`src/reflectance_line_position_unit_assert.svh`:
```
// Assertion helpers for the reflectance line-position unit.
// Both macros sample on the rising edge of clk and are quiet during reset.
`ifndef REFLECTANCE_LINE_POSITION_UNIT_ASSERT_SVH
`define REFLECTANCE_LINE_POSITION_UNIT_ASSERT_SVH

`define RLP_ASSERT_SAME(label, cond, prop) \
    label: assert property (@(posedge clk) disable iff (!rst_n) (cond) |-> (prop)) \
        else $error("line-position unit: same-cycle check failed");

`define RLP_ASSERT_NEXT(label, cond, prop) \
    label: assert property (@(posedge clk) disable iff (!rst_n) (cond) |=> (prop)) \
        else $error("line-position unit: next-cycle check failed");

`endif

```
`src/rlp_pkg.sv`:
```
package rlp_pkg;

    localparam int unsigned SENSOR_SLOTS_DEF = 8;

    localparam int unsigned RAW_W   = 12;
    localparam int unsigned CAL_W   = 10;
    localparam int unsigned SN_W    = 3;
    localparam int unsigned POS_W   = 14;
    localparam int unsigned SUM_W   = 13;
    localparam int unsigned WSUM_W  = 26;
    localparam int unsigned WGT_W   = 13;
    localparam int unsigned PROD_W  = CAL_W + WGT_W;
    localparam int unsigned CNT_W   = 4;
    localparam int unsigned NEFF_W  = 5;

    localparam int unsigned RAW_MAX        = 4095;
    localparam int unsigned SCALE_MAX      = 1000;
    localparam int unsigned MIN_PER_SENSOR = 50;
    localparam int unsigned SUM_MAX        = 8191;
    localparam int unsigned WSUM_MAX       = 67108863;

    localparam int unsigned DIVD_W    = WSUM_W;
    localparam int unsigned DIVS_W    = SUM_W;
    localparam int unsigned DIV_STEPS = DIVD_W;
    localparam int unsigned DSTEP_W   = $clog2(DIV_STEPS);

    localparam logic [1:0] OP_CALIBRATE = 2'd0;
    localparam logic [1:0] OP_MEASURE   = 2'd1;
    localparam logic [1:0] OP_CLEAR     = 2'd2;

    localparam int unsigned CFG_IDX_W  = 2;
    localparam int unsigned CFG_DATA_W = 4;
    localparam logic [CFG_IDX_W-1:0] CFG_SENSOR_COUNT     = 2'd0;
    localparam logic [CFG_IDX_W-1:0] CFG_AMBIENT_SUBTRACT = 2'd1;
    localparam logic [CFG_IDX_W-1:0] CFG_WHITE_LINE       = 2'd2;

    typedef struct packed {
        logic              start;
        logic [DIVD_W-1:0] dividend;
        logic [DIVS_W-1:0] divisor;
    } div_req_t;

    typedef struct packed {
        logic              done;
        logic [DIVD_W-1:0] quotient;
    } div_rsp_t;

    function automatic logic [WGT_W-1:0] sensor_weight(input logic [SN_W-1:0] sn);
        return WGT_W'(sn) * WGT_W'(SCALE_MAX);
    endfunction

endpackage

```
`src/rlp_div.sv`:
```
module rlp_div (
    input  logic             clk,
    input  logic             rst_n,
    input  rlp_pkg::div_req_t req,
    output rlp_pkg::div_rsp_t rsp
);
    import rlp_pkg::*;

    logic                busy_reg;
    logic                done_reg;
    logic [DSTEP_W-1:0]  cnt_reg;
    logic [DIVS_W-1:0]   dvs_reg;
    logic [DIVS_W-1:0]   rem_reg;
    logic [DIVD_W-1:0]   quo_reg;

    logic [DIVS_W:0]     trial;
    logic                fits;
    logic [DIVS_W-1:0]   rem_next;
    logic [DIVD_W-1:0]   quo_next;

    // One restoring step: the next dividend bit joins the partial remainder.
    always_comb
    begin
        trial    = {rem_reg, quo_reg[DIVD_W-1]};
        fits     = trial >= {1'b0, dvs_reg};
        rem_next = fits ? DIVS_W'(trial - {1'b0, dvs_reg}) : DIVS_W'(trial);
        quo_next = {quo_reg[DIVD_W-2:0], fits};
    end

    always_ff @(posedge clk or negedge rst_n)
    begin
        if (!rst_n)
        begin
            busy_reg <= 1'b0;
            done_reg <= 1'b0;
            cnt_reg  <= '0;
        end
        else
        begin
            done_reg <= busy_reg && (cnt_reg == '0);
            if (req.start)
            begin
                busy_reg <= 1'b1;
                cnt_reg  <= DSTEP_W'(DIV_STEPS - 1);
            end
            else if (busy_reg)
            begin
                if (cnt_reg == '0)
                begin
                    busy_reg <= 1'b0;
                end
                else
                begin
                    cnt_reg <= cnt_reg - 1'b1;
                end
            end
        end
    end

    always_ff @(posedge clk)
    begin
        if (req.start)
        begin
            dvs_reg <= req.divisor;
            rem_reg <= '0;
            quo_reg <= req.dividend;
        end
        else if (busy_reg)
        begin
            rem_reg <= rem_next;
            quo_reg <= quo_next;
        end
    end

    assign rsp.done     = done_reg;
    assign rsp.quotient = quo_reg;

endmodule

```
`src/reflectance_line_position_unit.sv`:
```
// Calibrate, clear and out-of-range beats pass from acceptance through S_EXEC to S_DONE.
// A measure beat scales in the 26-step divider (S_SDIV) unless uncalibrated or at floor.
// A frame's last sensor adds S_POS, and S_PDIV when the same divider forms the position.
// One beat is in work at a time; the next is taken while a finished result waits.
// Reset (rst_n, asynchronous, active low) sets 8 sensors, both modes off, all minimum marks
// to 4095, all maximum marks and both frame accumulators to zero.
module reflectance_line_position_unit #(
    parameter int unsigned SENSOR_SLOTS = rlp_pkg::SENSOR_SLOTS_DEF
) (
    input  logic                                clk,
    input  logic                                rst_n,
    input  logic                                in_valid,
    output logic                                in_ready,
    input  logic [1:0]                          opcode,
    input  logic [rlp_pkg::SN_W-1:0]            sensor_number,
    input  logic [rlp_pkg::RAW_W-1:0]           lit_reading,
    input  logic [rlp_pkg::RAW_W-1:0]           ambient_reading,
    output logic                                out_valid,
    input  logic                                out_ready,
    output logic [rlp_pkg::CAL_W-1:0]           calibrated_value,
    output logic [rlp_pkg::SN_W-1:0]            echo_sensor,
    output logic                                position_valid,
    output logic signed [rlp_pkg::POS_W-1:0]    line_position,
    input  logic                                cfg_valid,
    output logic                                cfg_ready,
    input  logic [rlp_pkg::CFG_IDX_W-1:0]       cfg_index,
    input  logic [rlp_pkg::CFG_DATA_W-1:0]      cfg_data
);
    import rlp_pkg::*;

    localparam int unsigned IDX_W = (SENSOR_SLOTS > 1) ? $clog2(SENSOR_SLOTS) : 1;
    localparam logic [NEFF_W-1:0] SLOTS_N = NEFF_W'(SENSOR_SLOTS);

    typedef enum logic [2:0] {
        S_IDLE,
        S_EXEC,
        S_SDIV,
        S_MUL,
        S_ACCUM,
        S_POS,
        S_PDIV,
        S_DONE
    } state_t;

    state_t              state_reg;
    logic                out_valid_reg;
    logic [CNT_W-1:0]    count_reg;
    logic                amb_sub_reg;
    logic                white_reg;
    logic [RAW_W-1:0]    low_reg  [SENSOR_SLOTS];
    logic [RAW_W-1:0]    high_reg [SENSOR_SLOTS];
    logic [SUM_W-1:0]    sum_reg;
    logic [WSUM_W-1:0]   wsum_reg;

    logic [1:0]          op_reg;
    logic [SN_W-1:0]     sn_reg;
    logic [RAW_W-1:0]    lit_reg;
    logic [RAW_W-1:0]    amb_reg;
    logic [CAL_W-1:0]    cal_reg;
    logic [PROD_W-1:0]   prod_reg;
    logic                posv_reg;
    logic [POS_W-1:0]    pos_reg;
    logic [CAL_W-1:0]    out_cal_reg;
    logic [SN_W-1:0]     out_sn_reg;
    logic                out_posv_reg;
    logic [POS_W-1:0]    out_pos_reg;

    logic [NEFF_W-1:0]   n_eff;
    logic [IDX_W-1:0]    idx;
    logic                skip;
    logic                is_last;
    logic [RAW_W-1:0]    raw;
    logic [RAW_W-1:0]    mn;
    logic [RAW_W-1:0]    mx;
    logic                empty_cal;
    logic                at_floor;
    logic [21:0]         numer;
    logic [RAW_W-1:0]    span;
    logic [CAL_W-1:0]    scaled;
    logic [CAL_W-1:0]    scaled_out;
    logic [SUM_W:0]      sum_add;
    logic [SUM_W-1:0]    sum_next;
    logic [WSUM_W:0]     wsum_add;
    logic [WSUM_W-1:0]   wsum_next;
    logic [SUM_W-1:0]    min_sum;
    logic                low_sum;
    logic [POS_W-1:0]    pos_max;
    logic [POS_W-1:0]    pos_clamped;
    logic                out_load;
    div_req_t            div_req;
    div_rsp_t            div_rsp;

    rlp_div u_div (
        .clk   (clk),
        .rst_n (rst_n),
        .req   (div_req),
        .rsp   (div_rsp)
    );

    always_comb
    begin
        n_eff     = ({1'b0, count_reg} < SLOTS_N) ? {1'b0, count_reg} : SLOTS_N;
        idx       = IDX_W'(sn_reg);
        skip      = (NEFF_W'(sn_reg) >= n_eff) || (op_reg != OP_CALIBRATE
                    && op_reg != OP_MEASURE && op_reg != OP_CLEAR);
        is_last   = NEFF_W'(sn_reg) == (n_eff - 1'b1);
        if (amb_sub_reg)
        begin
            raw = (lit_reg > amb_reg) ? (lit_reg - amb_reg) : '0;
        end
        else
        begin
            raw = lit_reg;
        end
        mn        = low_reg[idx];
        mx        = high_reg[idx];
        empty_cal = mx <= mn;
        at_floor  = raw <= mn;
        numer     = 22'(raw - mn) * 22'(SCALE_MAX);
        span      = mx - mn;

        scaled     = (div_rsp.quotient > DIVD_W'(SCALE_MAX)) ? CAL_W'(SCALE_MAX)
                     : CAL_W'(div_rsp.quotient);
        scaled_out = white_reg ? CAL_W'(CAL_W'(SCALE_MAX) - scaled) : scaled;

        sum_add   = (sn_reg == '0) ? (SUM_W + 1)'(cal_reg)
                    : ({1'b0, sum_reg} + (SUM_W + 1)'(cal_reg));
        sum_next  = (sum_add > (SUM_W + 1)'(SUM_MAX)) ? SUM_W'(SUM_MAX) : SUM_W'(sum_add);
        wsum_add  = (sn_reg == '0) ? (WSUM_W + 1)'(prod_reg)
                    : ({1'b0, wsum_reg} + (WSUM_W + 1)'(prod_reg));
        wsum_next = (wsum_add > (WSUM_W + 1)'(WSUM_MAX)) ? WSUM_W'(WSUM_MAX)
                    : WSUM_W'(wsum_add);

        min_sum     = SUM_W'(n_eff) * SUM_W'(MIN_PER_SENSOR);
        low_sum     = sum_reg < min_sum;
        pos_max     = POS_W'(n_eff - 1'b1) * POS_W'(SCALE_MAX);
        pos_clamped = (div_rsp.quotient > DIVD_W'(pos_max)) ? pos_max
                      : POS_W'(div_rsp.quotient);

        div_req.start    = ((state_reg == S_EXEC) && !skip && (op_reg == OP_MEASURE)
                           && !empty_cal && !at_floor)
                           || ((state_reg == S_POS) && !low_sum);
        div_req.dividend = (state_reg == S_POS) ? wsum_reg : DIVD_W'(numer);
        div_req.divisor  = (state_reg == S_POS) ? sum_reg : DIVS_W'(span);

        out_load = (state_reg == S_DONE) && (!out_valid_reg || out_ready);
    end

    always_ff @(posedge clk or negedge rst_n)
    begin
        if (!rst_n)
        begin
            state_reg     <= S_IDLE;
            out_valid_reg <= 1'b0;
            count_reg     <= CNT_W'(8);
            amb_sub_reg   <= 1'b0;
            white_reg     <= 1'b0;
            sum_reg       <= '0;
            wsum_reg      <= '0;
            for (int i = 0; i < SENSOR_SLOTS; i++)
            begin
                low_reg[i]  <= RAW_W'(RAW_MAX);
                high_reg[i] <= '0;
            end
        end
        else
        begin
            if (cfg_valid)
            begin
                unique case (cfg_index)
                    CFG_SENSOR_COUNT:     count_reg   <= cfg_data;
                    CFG_AMBIENT_SUBTRACT: amb_sub_reg <= cfg_data[0];
                    CFG_WHITE_LINE:       white_reg   <= cfg_data[0];
                    default:              ;
                endcase
            end

            if (out_load)
            begin
                out_valid_reg <= 1'b1;
            end
            else if (out_ready)
            begin
                out_valid_reg <= 1'b0;
            end

            unique case (state_reg)
                S_IDLE:
                begin
                    if (in_valid)
                    begin
                        state_reg <= S_EXEC;
                    end
                end
                S_EXEC:
                begin
                    if (skip)
                    begin
                        state_reg <= S_DONE;
                    end
                    else if (op_reg == OP_CALIBRATE)
                    begin
                        if (raw < mn)
                        begin
                            low_reg[idx] <= raw;
                        end
                        if (raw > mx)
                        begin
                            high_reg[idx] <= raw;
                        end
                        state_reg <= S_DONE;
                    end
                    else if (op_reg == OP_CLEAR)
                    begin
                        low_reg[idx]  <= RAW_W'(RAW_MAX);
                        high_reg[idx] <= '0;
                        state_reg     <= S_DONE;
                    end
                    else if (empty_cal || at_floor)
                    begin
                        state_reg <= S_MUL;
                    end
                    else
                    begin
                        state_reg <= S_SDIV;
                    end
                end
                S_SDIV:
                begin
                    if (div_rsp.done)
                    begin
                        state_reg <= S_MUL;
                    end
                end
                S_MUL:
                begin
                    state_reg <= S_ACCUM;
                end
                S_ACCUM:
                begin
                    sum_reg   <= sum_next;
                    wsum_reg  <= wsum_next;
                    state_reg <= is_last ? S_POS : S_DONE;
                end
                S_POS:
                begin
                    sum_reg   <= '0;
                    wsum_reg  <= '0;
                    state_reg <= low_sum ? S_DONE : S_PDIV;
                end
                S_PDIV:
                begin
                    if (div_rsp.done)
                    begin
                        state_reg <= S_DONE;
                    end
                end
                S_DONE:
                begin
                    if (out_load)
                    begin
                        state_reg <= S_IDLE;
                    end
                end
                default:
                begin
                    state_reg <= S_IDLE;
                end
            endcase
        end
    end

    always_ff @(posedge clk)
    begin
        if (in_valid && in_ready)
        begin
            op_reg  <= opcode;
            sn_reg  <= sensor_number;
            lit_reg <= lit_reading;
            amb_reg <= ambient_reading;
        end
        case (state_reg)
            S_EXEC:
            begin
                posv_reg <= 1'b0;
                pos_reg  <= '0;
                if (!skip && (op_reg == OP_MEASURE) && !empty_cal && white_reg)
                begin
                    cal_reg <= CAL_W'(SCALE_MAX);
                end
                else
                begin
                    cal_reg <= '0;
                end
            end
            S_SDIV:
            begin
                if (div_rsp.done)
                begin
                    cal_reg <= scaled_out;
                end
            end
            S_MUL:
            begin
                prod_reg <= PROD_W'(cal_reg) * PROD_W'(sensor_weight(sn_reg));
            end
            S_POS:
            begin
                posv_reg <= 1'b1;
                pos_reg  <= '1;
            end
            S_PDIV:
            begin
                if (div_rsp.done)
                begin
                    pos_reg <= pos_clamped;
                end
            end
            default:
            begin
            end
        endcase
        if (out_load)
        begin
            out_cal_reg  <= cal_reg;
            out_sn_reg   <= sn_reg;
            out_posv_reg <= posv_reg;
            out_pos_reg  <= pos_reg;
        end
    end

    assign in_ready         = state_reg == S_IDLE;
    assign cfg_ready        = 1'b1;
    assign out_valid        = out_valid_reg;
    assign calibrated_value = out_cal_reg;
    assign echo_sensor      = out_sn_reg;
    assign position_valid   = out_posv_reg;
    assign line_position    = out_pos_reg;

    `include "reflectance_line_position_unit_assert.svh"

    `RLP_ASSERT_NEXT(a_busy_after_accept, in_valid && in_ready, !in_ready)
    `RLP_ASSERT_SAME(a_cal_in_range, out_valid, calibrated_value <= 10'd1000)
    `RLP_ASSERT_SAME(a_no_position_is_zero, out_valid && !position_valid, line_position == '0)
    `RLP_ASSERT_SAME(a_position_in_range, out_valid && position_valid,
        line_position == -14'sd1 || (line_position >= 14'sd0 && line_position <= 14'sd7000))

endmodule
```
`config.mk`:
```
export PLATFORM = sky130hd
export DESIGN_NAME = reflectance_line_position_unit
export DESIGN_NICKNAME = d
export VERILOG_FILES = /design/src/rlp_pkg.sv /design/src/rlp_div.sv /design/src/reflectance_line_position_unit.sv
export VERILOG_INCLUDE_DIRS = /design/src /design/src/src
export SDC_FILE = /design/constraint.sdc
export NUM_CORES = 1
export LEC_CHECK = 0
export BUFFER_PORTS_ARGS = -buffer_cell sky130_fd_sc_hd__buf_2
export CELL_PAD_IN_SITES_DETAIL_PLACEMENT = 0
export CELL_PAD_IN_SITES_GLOBAL_PLACEMENT = 1
export CORE_AREA = 4 4 242 244
export CTS_BUF_LIST = sky130_fd_sc_hd__clkbuf_2
export CTS_CLUSTER_SIZE = 14
export DETAILED_ROUTE_END_ITERATION = 10
export DIE_AREA = 0 0 246 248
export GPL_TIMING_DRIVEN = 1
export PLACE_DENSITY_LB_ADDON = 0.05
export SYNTH_ARGS = -nofsm -noshare
export SYNTH_HDL_FRONTEND = slang
export SYNTH_HIERARCHICAL = 1
export SYNTH_SLANG_ARGS = --single-unit
```
`constraint.sdc`:
```
create_clock -name clk -period 10.8 [get_ports clk]
set_input_delay 0.54 -clock clk [delete_from_list [all_inputs] [get_ports clk]]
set_output_delay 0.54 -clock clk [all_outputs]
set_load 0.05 [all_outputs]
```
Word level (Yosys, flattened, before mapping)
Index checks and enable logic that the tools add are counted.
Storage, ports and cells
  flip-flop bits (word level): 402
  input bits: 40
  output and inout port bits: 31
  logic and storage cells: 201
Cells by class
  add/subtract/negate cells: 10
  $mul: 5
  magnitude comparators: 15
  eq/ne operators: 21
  muxes and demuxes: 58
  bitwise logic cells: 5
  reductions and logical operators: 45
Operators by type and width (number)
  2-to-1 mux 96 bit: 6
  bitwise mux 96 bit: 2
  2-to-1 mux 26 bit: 4
  AND 96 bit: 1
  2-to-1 mux 12 bit: 8
  NOT 96 bit: 1
  OR 96 bit: 1
  binary-select mux 12 bit (select 3 bit): 2
  case mux 26 bit (2 select lines): 1
  2-to-1 mux 14 bit: 3
  case mux 14 bit (3 select lines): 1
  2-to-1 mux 10 bit: 4
  demux 12 bit (select 3 bit): 1
  adder 26 x 23 -> 27 bit: 1
  > comparator 27 x 26 -> 1 bit, second input constant: 1
  2-to-1 mux 27 bit: 1
  > comparator 26 x 10 -> 1 bit, second input constant: 1
  > comparator 26 x 14 -> 1 bit: 1
  2-to-1 mux 13 bit: 2
  case mux 13 bit (2 select lines): 1
  > comparator 12 bit: 2
  <= comparator 12 bit: 2
  case mux 3 bit (8 select lines): 1
  subtractor 12 bit: 2
  other kinds (46): 109

Logic depth before layout (Yosys ltp)
Gate-level depths: netlist of run 1.
  depth in word-level cells: 12
  depth in mapped cells: 37
  mapped depth without buffers: 37

Hierarchy
The synthesis of run 1 kept the hierarchy.
Modules (own cells, without submodules)
  reflectance_line_position_unit: instances 1, cells each 2476, area an instance 26385.3 um^2, sequential area each 9215.1 um^2
  rlp_div: instances 1, cells each 276, area an instance 3188.1 um^2, sequential area each 1606.5 um^2

Worst setup path before layout of run 1
No wires, ideal clock.
  kind: reg-to-reg
  start: reg sn_reg[0], in the netlist idx[0]
  end: reg u_div.quo_reg[21] (data pin)
  setup time: 0.260 ns
  arrival time: 8.343 ns
  data required time: 10.540 ns
  slack: 2.197 ns
  cell stages (with the launch flop): 33
  buffers on the path: 5
  period minus slack after synthesis: 8.603 ns
  path through: edfxtp_1 -> buf_2 -> buf_1 -> buf_1 -> clkbuf_1 -> mux4_2 -> mux2i_1 -> ha_1 -> clkbuf_1 -> and2_1 -> a22oi_1 -> o31a_1 -> a21oi_1 -> a211oi_1 -> xnor2_1 -> ha_1 -> inv_1 -> fa_1 -> inv_1 -> fa_1 -> inv_1 -> fa_1 -> inv_1 -> ha_1 -> and3_1 -> nand3_1 -> nand3_1 -> o41ai_1 -> o21bai_1 -> a21oi_1 -> xnor3_1 -> o21ai_0 -> mux2_2
RTL lines
  from (decl): RTL line reflectance_line_position_unit.sv:56  | logic [SN_W-1:0] sn_reg;
  from (signal assigned): RTL line reflectance_line_position_unit.sv:278  | sn_reg <= sensor_number;
  to (signal assigned): RTL line rlp_div.sv:66  | quo_reg <= req.dividend;
  to (signal assigned): RTL line rlp_div.sv:71  | quo_reg <= quo_next;
  to (decl): RTL line rlp_div.sv:14  | logic [DIVD_W-1:0] quo_reg;

==> results of run 1 <==
[layer usage]
metal,routed length [um],vias up
met2,36800,520
met1,35500,10591
met4,1630,2
met3,4270,133
li1,-,10072
met5,13,-
[what timing repair did]
item	4_1_cts	5_1_grt
buffers inserted	0	0
setup endpoints to repair	0	0
hold buffers	74	0
hold endpoints to repair	130	0
resized for setup	0	0
[metrics by stage]
stage | instance area [um2] | hold WS, ns | cells | worst slack, ns
floorplan | 29600 | 0.244 | 2752 | 2.20
global placement | 30600 | 0.405 | 3490 | 1.94
detailed placement | 30600 | 0.405 | 3490 | 1.68
CTS | 32400 | 0.00318 | 3761 | 1.57
global route | 32400 | 0.0591 | 3766 | 0.750
finish | 32400 | 0.135 | 3767 | 1.54
[worst max-delay path by stage]
stage | from | end
finish | lit_reg[0] | u_div/quo_reg[21]
global route | lit_reg[0] | u_div/quo_reg[21]
CTS | lit_reg[0] | u_div/quo_reg[21]
detailed placement | lit_reg[0] | u_div/quo_reg[21]
global placement | lit_reg[0] | u_div/quo_reg[21]
floorplan | idx[0] | u_div/quo_reg[21]
[layout make-up]
type | count | area (um2) | area share, %
inverters | 273 | 1020 | 3.16
clock buffers | 167 | 836 | 2.58
clock inverters | 30 | 198 | 0.611
multi-input cells | 1962 | 17200 | 53.1
flip-flops and latches | 402 | 10800 | 33.4
well taps | 756 | 946 | 2.92
diodes | 6 | 15.0 | 0.0464
repair buffers | 171 | 1340 | 4.13
[cell families after synthesis]
logic type,share of synthesized area (%)
AO/OA/AOI/OAI,11.3
XOR/XNOR,4.09
adder cells (fa/ha/maj),18.7
buffers and inverters,5.31
flip-flops,36.6
multiplexers,12.8
other,0.0254
AND/OR/NAND/NOR,11.2
[critical path: cells and delay by family (launching register included)]
| kind | cells | cell delay (ns) |
|---|---|---|
| adder cells (fa/ha/maj) | 8 | 3.06 |
| multiplexers | 1 | 0.29 |
| buffers and inverters | 7 | 0.51 |
| flip-flops | 1 | 0.40 |
| AND/OR/NAND/NOR | 6 | 0.84 |
| XOR/XNOR | 2 | 0.35 |
| AO/OA/AOI/OAI | 13 | 3.49 |
[cells in the mapped netlist, types with 7 or more instances]
cell type,count
a311oi_1,13
nor3_1,33
xnor2_1,92
and2_1,65
mux2i_1,24
nand2b_1,27
dfxtp_1,13
o31ai_1,13
a21o_1,38
buf_2,14
a22oi_1,14
mux2_4,40
inv_1,270
a31o_2,7
nand4_1,11
xor2_1,36
buf_1,8
o21bai_1,19
nor4_1,11
mux4_2,48
and3_1,18
nor2_1,128
dfrtp_1,151
a221o_1,15
or3_1,9
mux2_2,166
dfstp_2,97
fa_1,122
o21ai_0,131
nand3b_1,7
nor2b_1,38
or2_2,7
edfxtp_1,141
o21a_1,16
nand3_1,49
nand2_1,263
a211oi_1,15
clkbuf_1,83
ha_1,245
a21oi_1,112
a31oi_1,8
==> results.py, run 1 <==
metrics = {
    "clock_tree": {
        "htreeDepth": 3,
        "clk_pin_slew_ns": 0.11,
        "cts_buffers": 108,
        "cts_root_buffer": "clkbuf_2",
        "cts_sinks": 402,
        "insertion_delay_ns": 1.25,
        "cts_tree": "yes",
        "cts_max_path_buffers": 3,
    },
    "setup_path": {
        "slowest_stage": "a22oi_1",
        "r2r-start": "lit_reg[0]",
        "max_stage_delay_ns": 0.54,
        "r2r_end": "u_div/quo_reg[21]",
        "end_kind": "flip-flop",
        "crit_type": "reg -> reg",
        "r2r_slack_ns": 1.54,
        "worstPathRequired_ns": 11.69,
        "reg2reg_depth": 37,
        "cp_max_fo": 7,
        "cp_common_cell": "inv_1",
        "critPathLaunchType": "flip-flop",
        "cp.arrival_ns": 10.15,
    },
    "die": {
        "core_um2": 56300,
        "initial_core_util_pct": 52.5,
        "fp.dieW_um": 246,
        "fp.dieArea_um2": 61000,
        "rows": 87,
        "ios": 71,
        "die_y_um": 248,
    },
    "flow_run": {
        "maxCapViolations": 0,
    },
    "grt": {
        "antenna_found_initial": 6,
        "use_met1_pct": 35.9,
        "met3_usage_pct": 5.06,
        "grt_pass1_vias": 22182,
        "grt_overflow": 0,
        "grt_pass1_wl_um": 125000,
        "grt_most_used_layer": "met2",
        "grt_util_all_layers_pct": 26.3,
        "grt_max_degree": 85,
        "grt_util_met2_pct": 43.3,
    },
    "synthesis": {
        "synth.avg_cell_area_um2": 10.7,
        "synth_flop_cell": "dfrtp_1",
        "mappedNetlistNets": 3159,
        "synth-async-reset-ratio_pct": 61.7,
        "synth_seq_cells": 402,
        "ys_seq_area_share_pct": 36.6,
        "syn-instance-count": 2752,
        "synth_top_area_cell": "edfxtp_1",
        "synth_cell_types": 98,
        "yosys.area.top_type_share_pct": 14.3,
        "synth_area_leaders": "edfxtp_1, dfrtp_1, ha_1",
        "synth_edf_count": 141,
        "yosys_warnings": 6,
        "syn_area_um2": 29600,
    },
    "routing": {
        "drc": 0,
        "vias": 21318,
        "firstDrtPassIters": 8,
        "viasPerCell": 5.66,
        "drt-initial-drc-count": 1286,
        "ant_nets": 0,
        "wl_per_cell_um": 20.8,
        "routed_wl_um": 78200,
    },
    "status": {
        "status": "finished, final reports clean",
    },
    "final_layout": {
        "syn2layout_area_growth_pct": 9.49,
        "nets": 3325,
        "fin_util_pct": 57.5,
        "final_common_cell": "inv_1",
        "drive_gt1_share_pct": 22.8,
        "fill_cells": 4954,
        "final_cell_mix": "inv_1, nand2_1, ha_1",
    },
    "timing": {
        "final-max-slew-violation-count": 0,
        "tns_ns": 0,
        "fmax_mhz": 108,
        "worst_pin_slew_ns": 1.13,
        "fin_skew_ns": 0.147,
        "hold_viol": 0,
        "slew_headroom_pct": 23.8,
        "layout_min_cycle_time_ns": 9.26,
        "setup_viol": 0,
        "rsz0062_at_grt": "no",
        "finalCritPeriodShare_pct": 85.7,
    },
    "hold_path": {
        "min_to": "idx[2]",
        "min_path_cells": 2,
        "hp-class": "in -> reg",
        "min_from": "sensor_number[2]",
    },
    "place": {
        "gp_congestion": 0.912,
        "port_buffers": 69,
        "dp_hpwl_um": 56100,
    },
}
Power of run 1 is not shown: default switching activity piles up to over one toggle a cycle in this logic, so the estimate is an artifact.
==> run 2, diff against run 1 <==
--- a/config.mk
+++ b/config.mk
@@ -15,7 +15,7 @@
 export DETAILED_ROUTE_END_ITERATION = 10
 export DIE_AREA = 0 0 246 248
 export GPL_TIMING_DRIVEN = 1
-export PLACE_DENSITY_LB_ADDON = 0.05
+export PLACE_DENSITY_LB_ADDON = 0.1
 export SYNTH_ARGS = -nofsm -noshare
 export SYNTH_HDL_FRONTEND = slang
 export SYNTH_HIERARCHICAL = 1
==> results.py, run 2 (synthesis gave the netlist of run 1 again) <==
metrics = {
    "timing": {
        "fmax_mhz": 110,
        "finalCritPeriodShare_pct": 84.1,
        "worst_pin_slew_ns": 1.10,
        "final-max-slew-violation-count": 0,
        "layout_min_cycle_time_ns": 9.09,
        "tns_ns": 0,
        "fin_skew_ns": 0.0969,
        "hold_viol": 0,
        "rsz0062_at_grt": "no",
        "setup_viol": 0,
        "slew_headroom_pct": 24.5,
    },
    "clock_tree": {
        "cts_sinks": 402,
        "clk_pin_slew_ns": 0.11,
        "post_cts_buffers": 0,
        "htreeDepth": 3,
        "insertion_delay_ns": 1.20,
        "cts_tree": "yes",
        "cts_buffers": 108,
        "cts_max_path_buffers": 3,
        "cts_root_buffer": "clkbuf_2",
    },
    "setup_path": {
        "max_stage_delay_ns": 0.54,
        "critPathLaunchType": "flip-flop",
        "reg2reg_depth": 37,
        "cp.arrival_ns": 10.01,
        "setup.worst_path.start": "lit_reg[0]",
        "worstPathRequired_ns": 11.72,
        "r2r_slack_ns": 1.71,
        "cp_common_cell": "inv_1",
        "slowest_stage": "a211oi_2",
        "crit_type": "reg -> reg",
        "r2r_end": "u_div/quo_reg[21]",
        "r2r-start": "lit_reg[0]",
        "end_kind": "flip-flop",
        "cp_max_fo": 7,
    },
    "routing": {
        "routed_wl_um": 77300,
        "wl_met3_um": 3740,
        "drt-initial-drc-count": 1232,
        "wl_per_cell_um": 20.5,
        "vias": 21398,
        "ant_nets": 0,
        "top_layer": "met4",
        "met2_length_um": 36000,
        "met1_length_um": 35600,
        "firstDrtPassIters": 5,
        "viasPerCell": 5.68,
        "drc": 0,
    },
    "hold_path": {
        "min_path_cells": 4,
        "hp-class": "in -> reg",
        "min_to": "out_valid",
        "min_from": "out_ready",
    },
    "grt": {
        "grt_max_degree": 90,
        "grt_pass1_vias": 22055,
        "antenna_found_initial": 5,
        "grt_pass1_wl_um": 123000,
        "grt_overflow": 0,
        "grt_util_all_layers_pct": 25.8,
    },
    "final_layout": {
        "fill_cells": 4950,
        "nets": 3331,
        "drive_gt1_share_pct": 22.8,
        "final_common_cell": "inv_1",
        "syn2layout_area_growth_pct": 9.62,
        "final_cell_mix": "inv_1, nand2_1, ha_1",
    },
    "die": {
        "ios": 71,
        "fp.dieW_um": 246,
        "initial_core_util_pct": 52.5,
        "rows": 87,
        "die_y_um": 248,
        "core_um2": 56300,
        "fp.dieArea_um2": 61000,
    },
    "place": {
        "dp_hpwl_um": 55300,
        "port_buffers": 69,
        "gp_congestion": 0.895,
    },
    "flow_run": {
        "maxCapViolations": 0,
    },
    "status": {
        "status": "finished, final reports clean",
    },
}
-- run 2: cell count changes in the layout (fill, tap and decap cells not counted), moves of 2 or more --
cell	change
buf_4	+3
clkbuf_2	+3
clkinv_1	-2
clkinv_2	-2
diode_2	-4
dlygate4sd3_1	+4
-- run 2: how the worst max path moves through the flow --
stage	endpoint	cells after the start	slack [ns]
floorplan	u_div/quo_reg[21]	32	2.20
global placement	u_div/quo_reg[21]	37	1.99
detailed placement	u_div/quo_reg[21]	37	1.67
CTS	u_div/quo_reg[21]	37	1.68
global route	u_div/quo_reg[21]	34	0.95
finish	u_div/quo_reg[21]	37	1.71
-- run 2: final cells by class --
class | instances | area [um2] | share of cell area (%)
diodes | 2 | 5.00 | 0.0154
clock buffers | 170 | 851 | 2.62
clock inverters | 27 | 186 | 0.575
inverters | 273 | 1020 | 3.16
multi-input cells | 1962 | 17200 | 53.1
flip-flops and latches | 402 | 10800 | 33.4
well taps | 756 | 946 | 2.92
repair buffers | 177 | 1380 | 4.25
-- run 2: what timing repair did --
item,in CTS,in global routing
hold endpoints to repair,122,0
hold buffers,78,0
resized for setup,0,0
-- run 2: per-layer routing --
metal,track usage [%],vias to the layer above
met2,42.1,546
met3,3.96,125
li1,-,10075
met5,0,-
met1,35.8,10652
met4,8.13,0
-- run 2: metrics by stage --
stage / cells / setup slack [ns] / util [%] / area (um2) / hold slack (ns)
6_report: 3769 / 1.71 / 57.6 / 32400 / 0.168
5_1_grt: 3769 / 0.950 / 57.6 / 32400 / 0.111
4_1_cts: 3767 / 1.68 / 57.6 / 32400 / 0.0119
3_5_place_dp: 3492 / 1.67 / 54.3 / 30600 / 0.405
3_3_place_gp: 3492 / 1.99 / 54.3 / 30600 / 0.403
2_1_floorplan: 2752 / 2.20 / - / 29600 / 0.244
-- run 2: critical path, delay by kind of cell, from the launching register on --
kind	cells	cell delay [ns]
flip-flops	1	0.40
multiplexers	1	0.29
AO/OA/AOI/OAI	13	3.39
AND/OR/NAND/NOR	6	0.88
XOR/XNOR	2	0.34
buffers and inverters	7	0.48
adder cells (fa/ha/maj)	8	3.06
Power of run 2 is left out for the same reason.
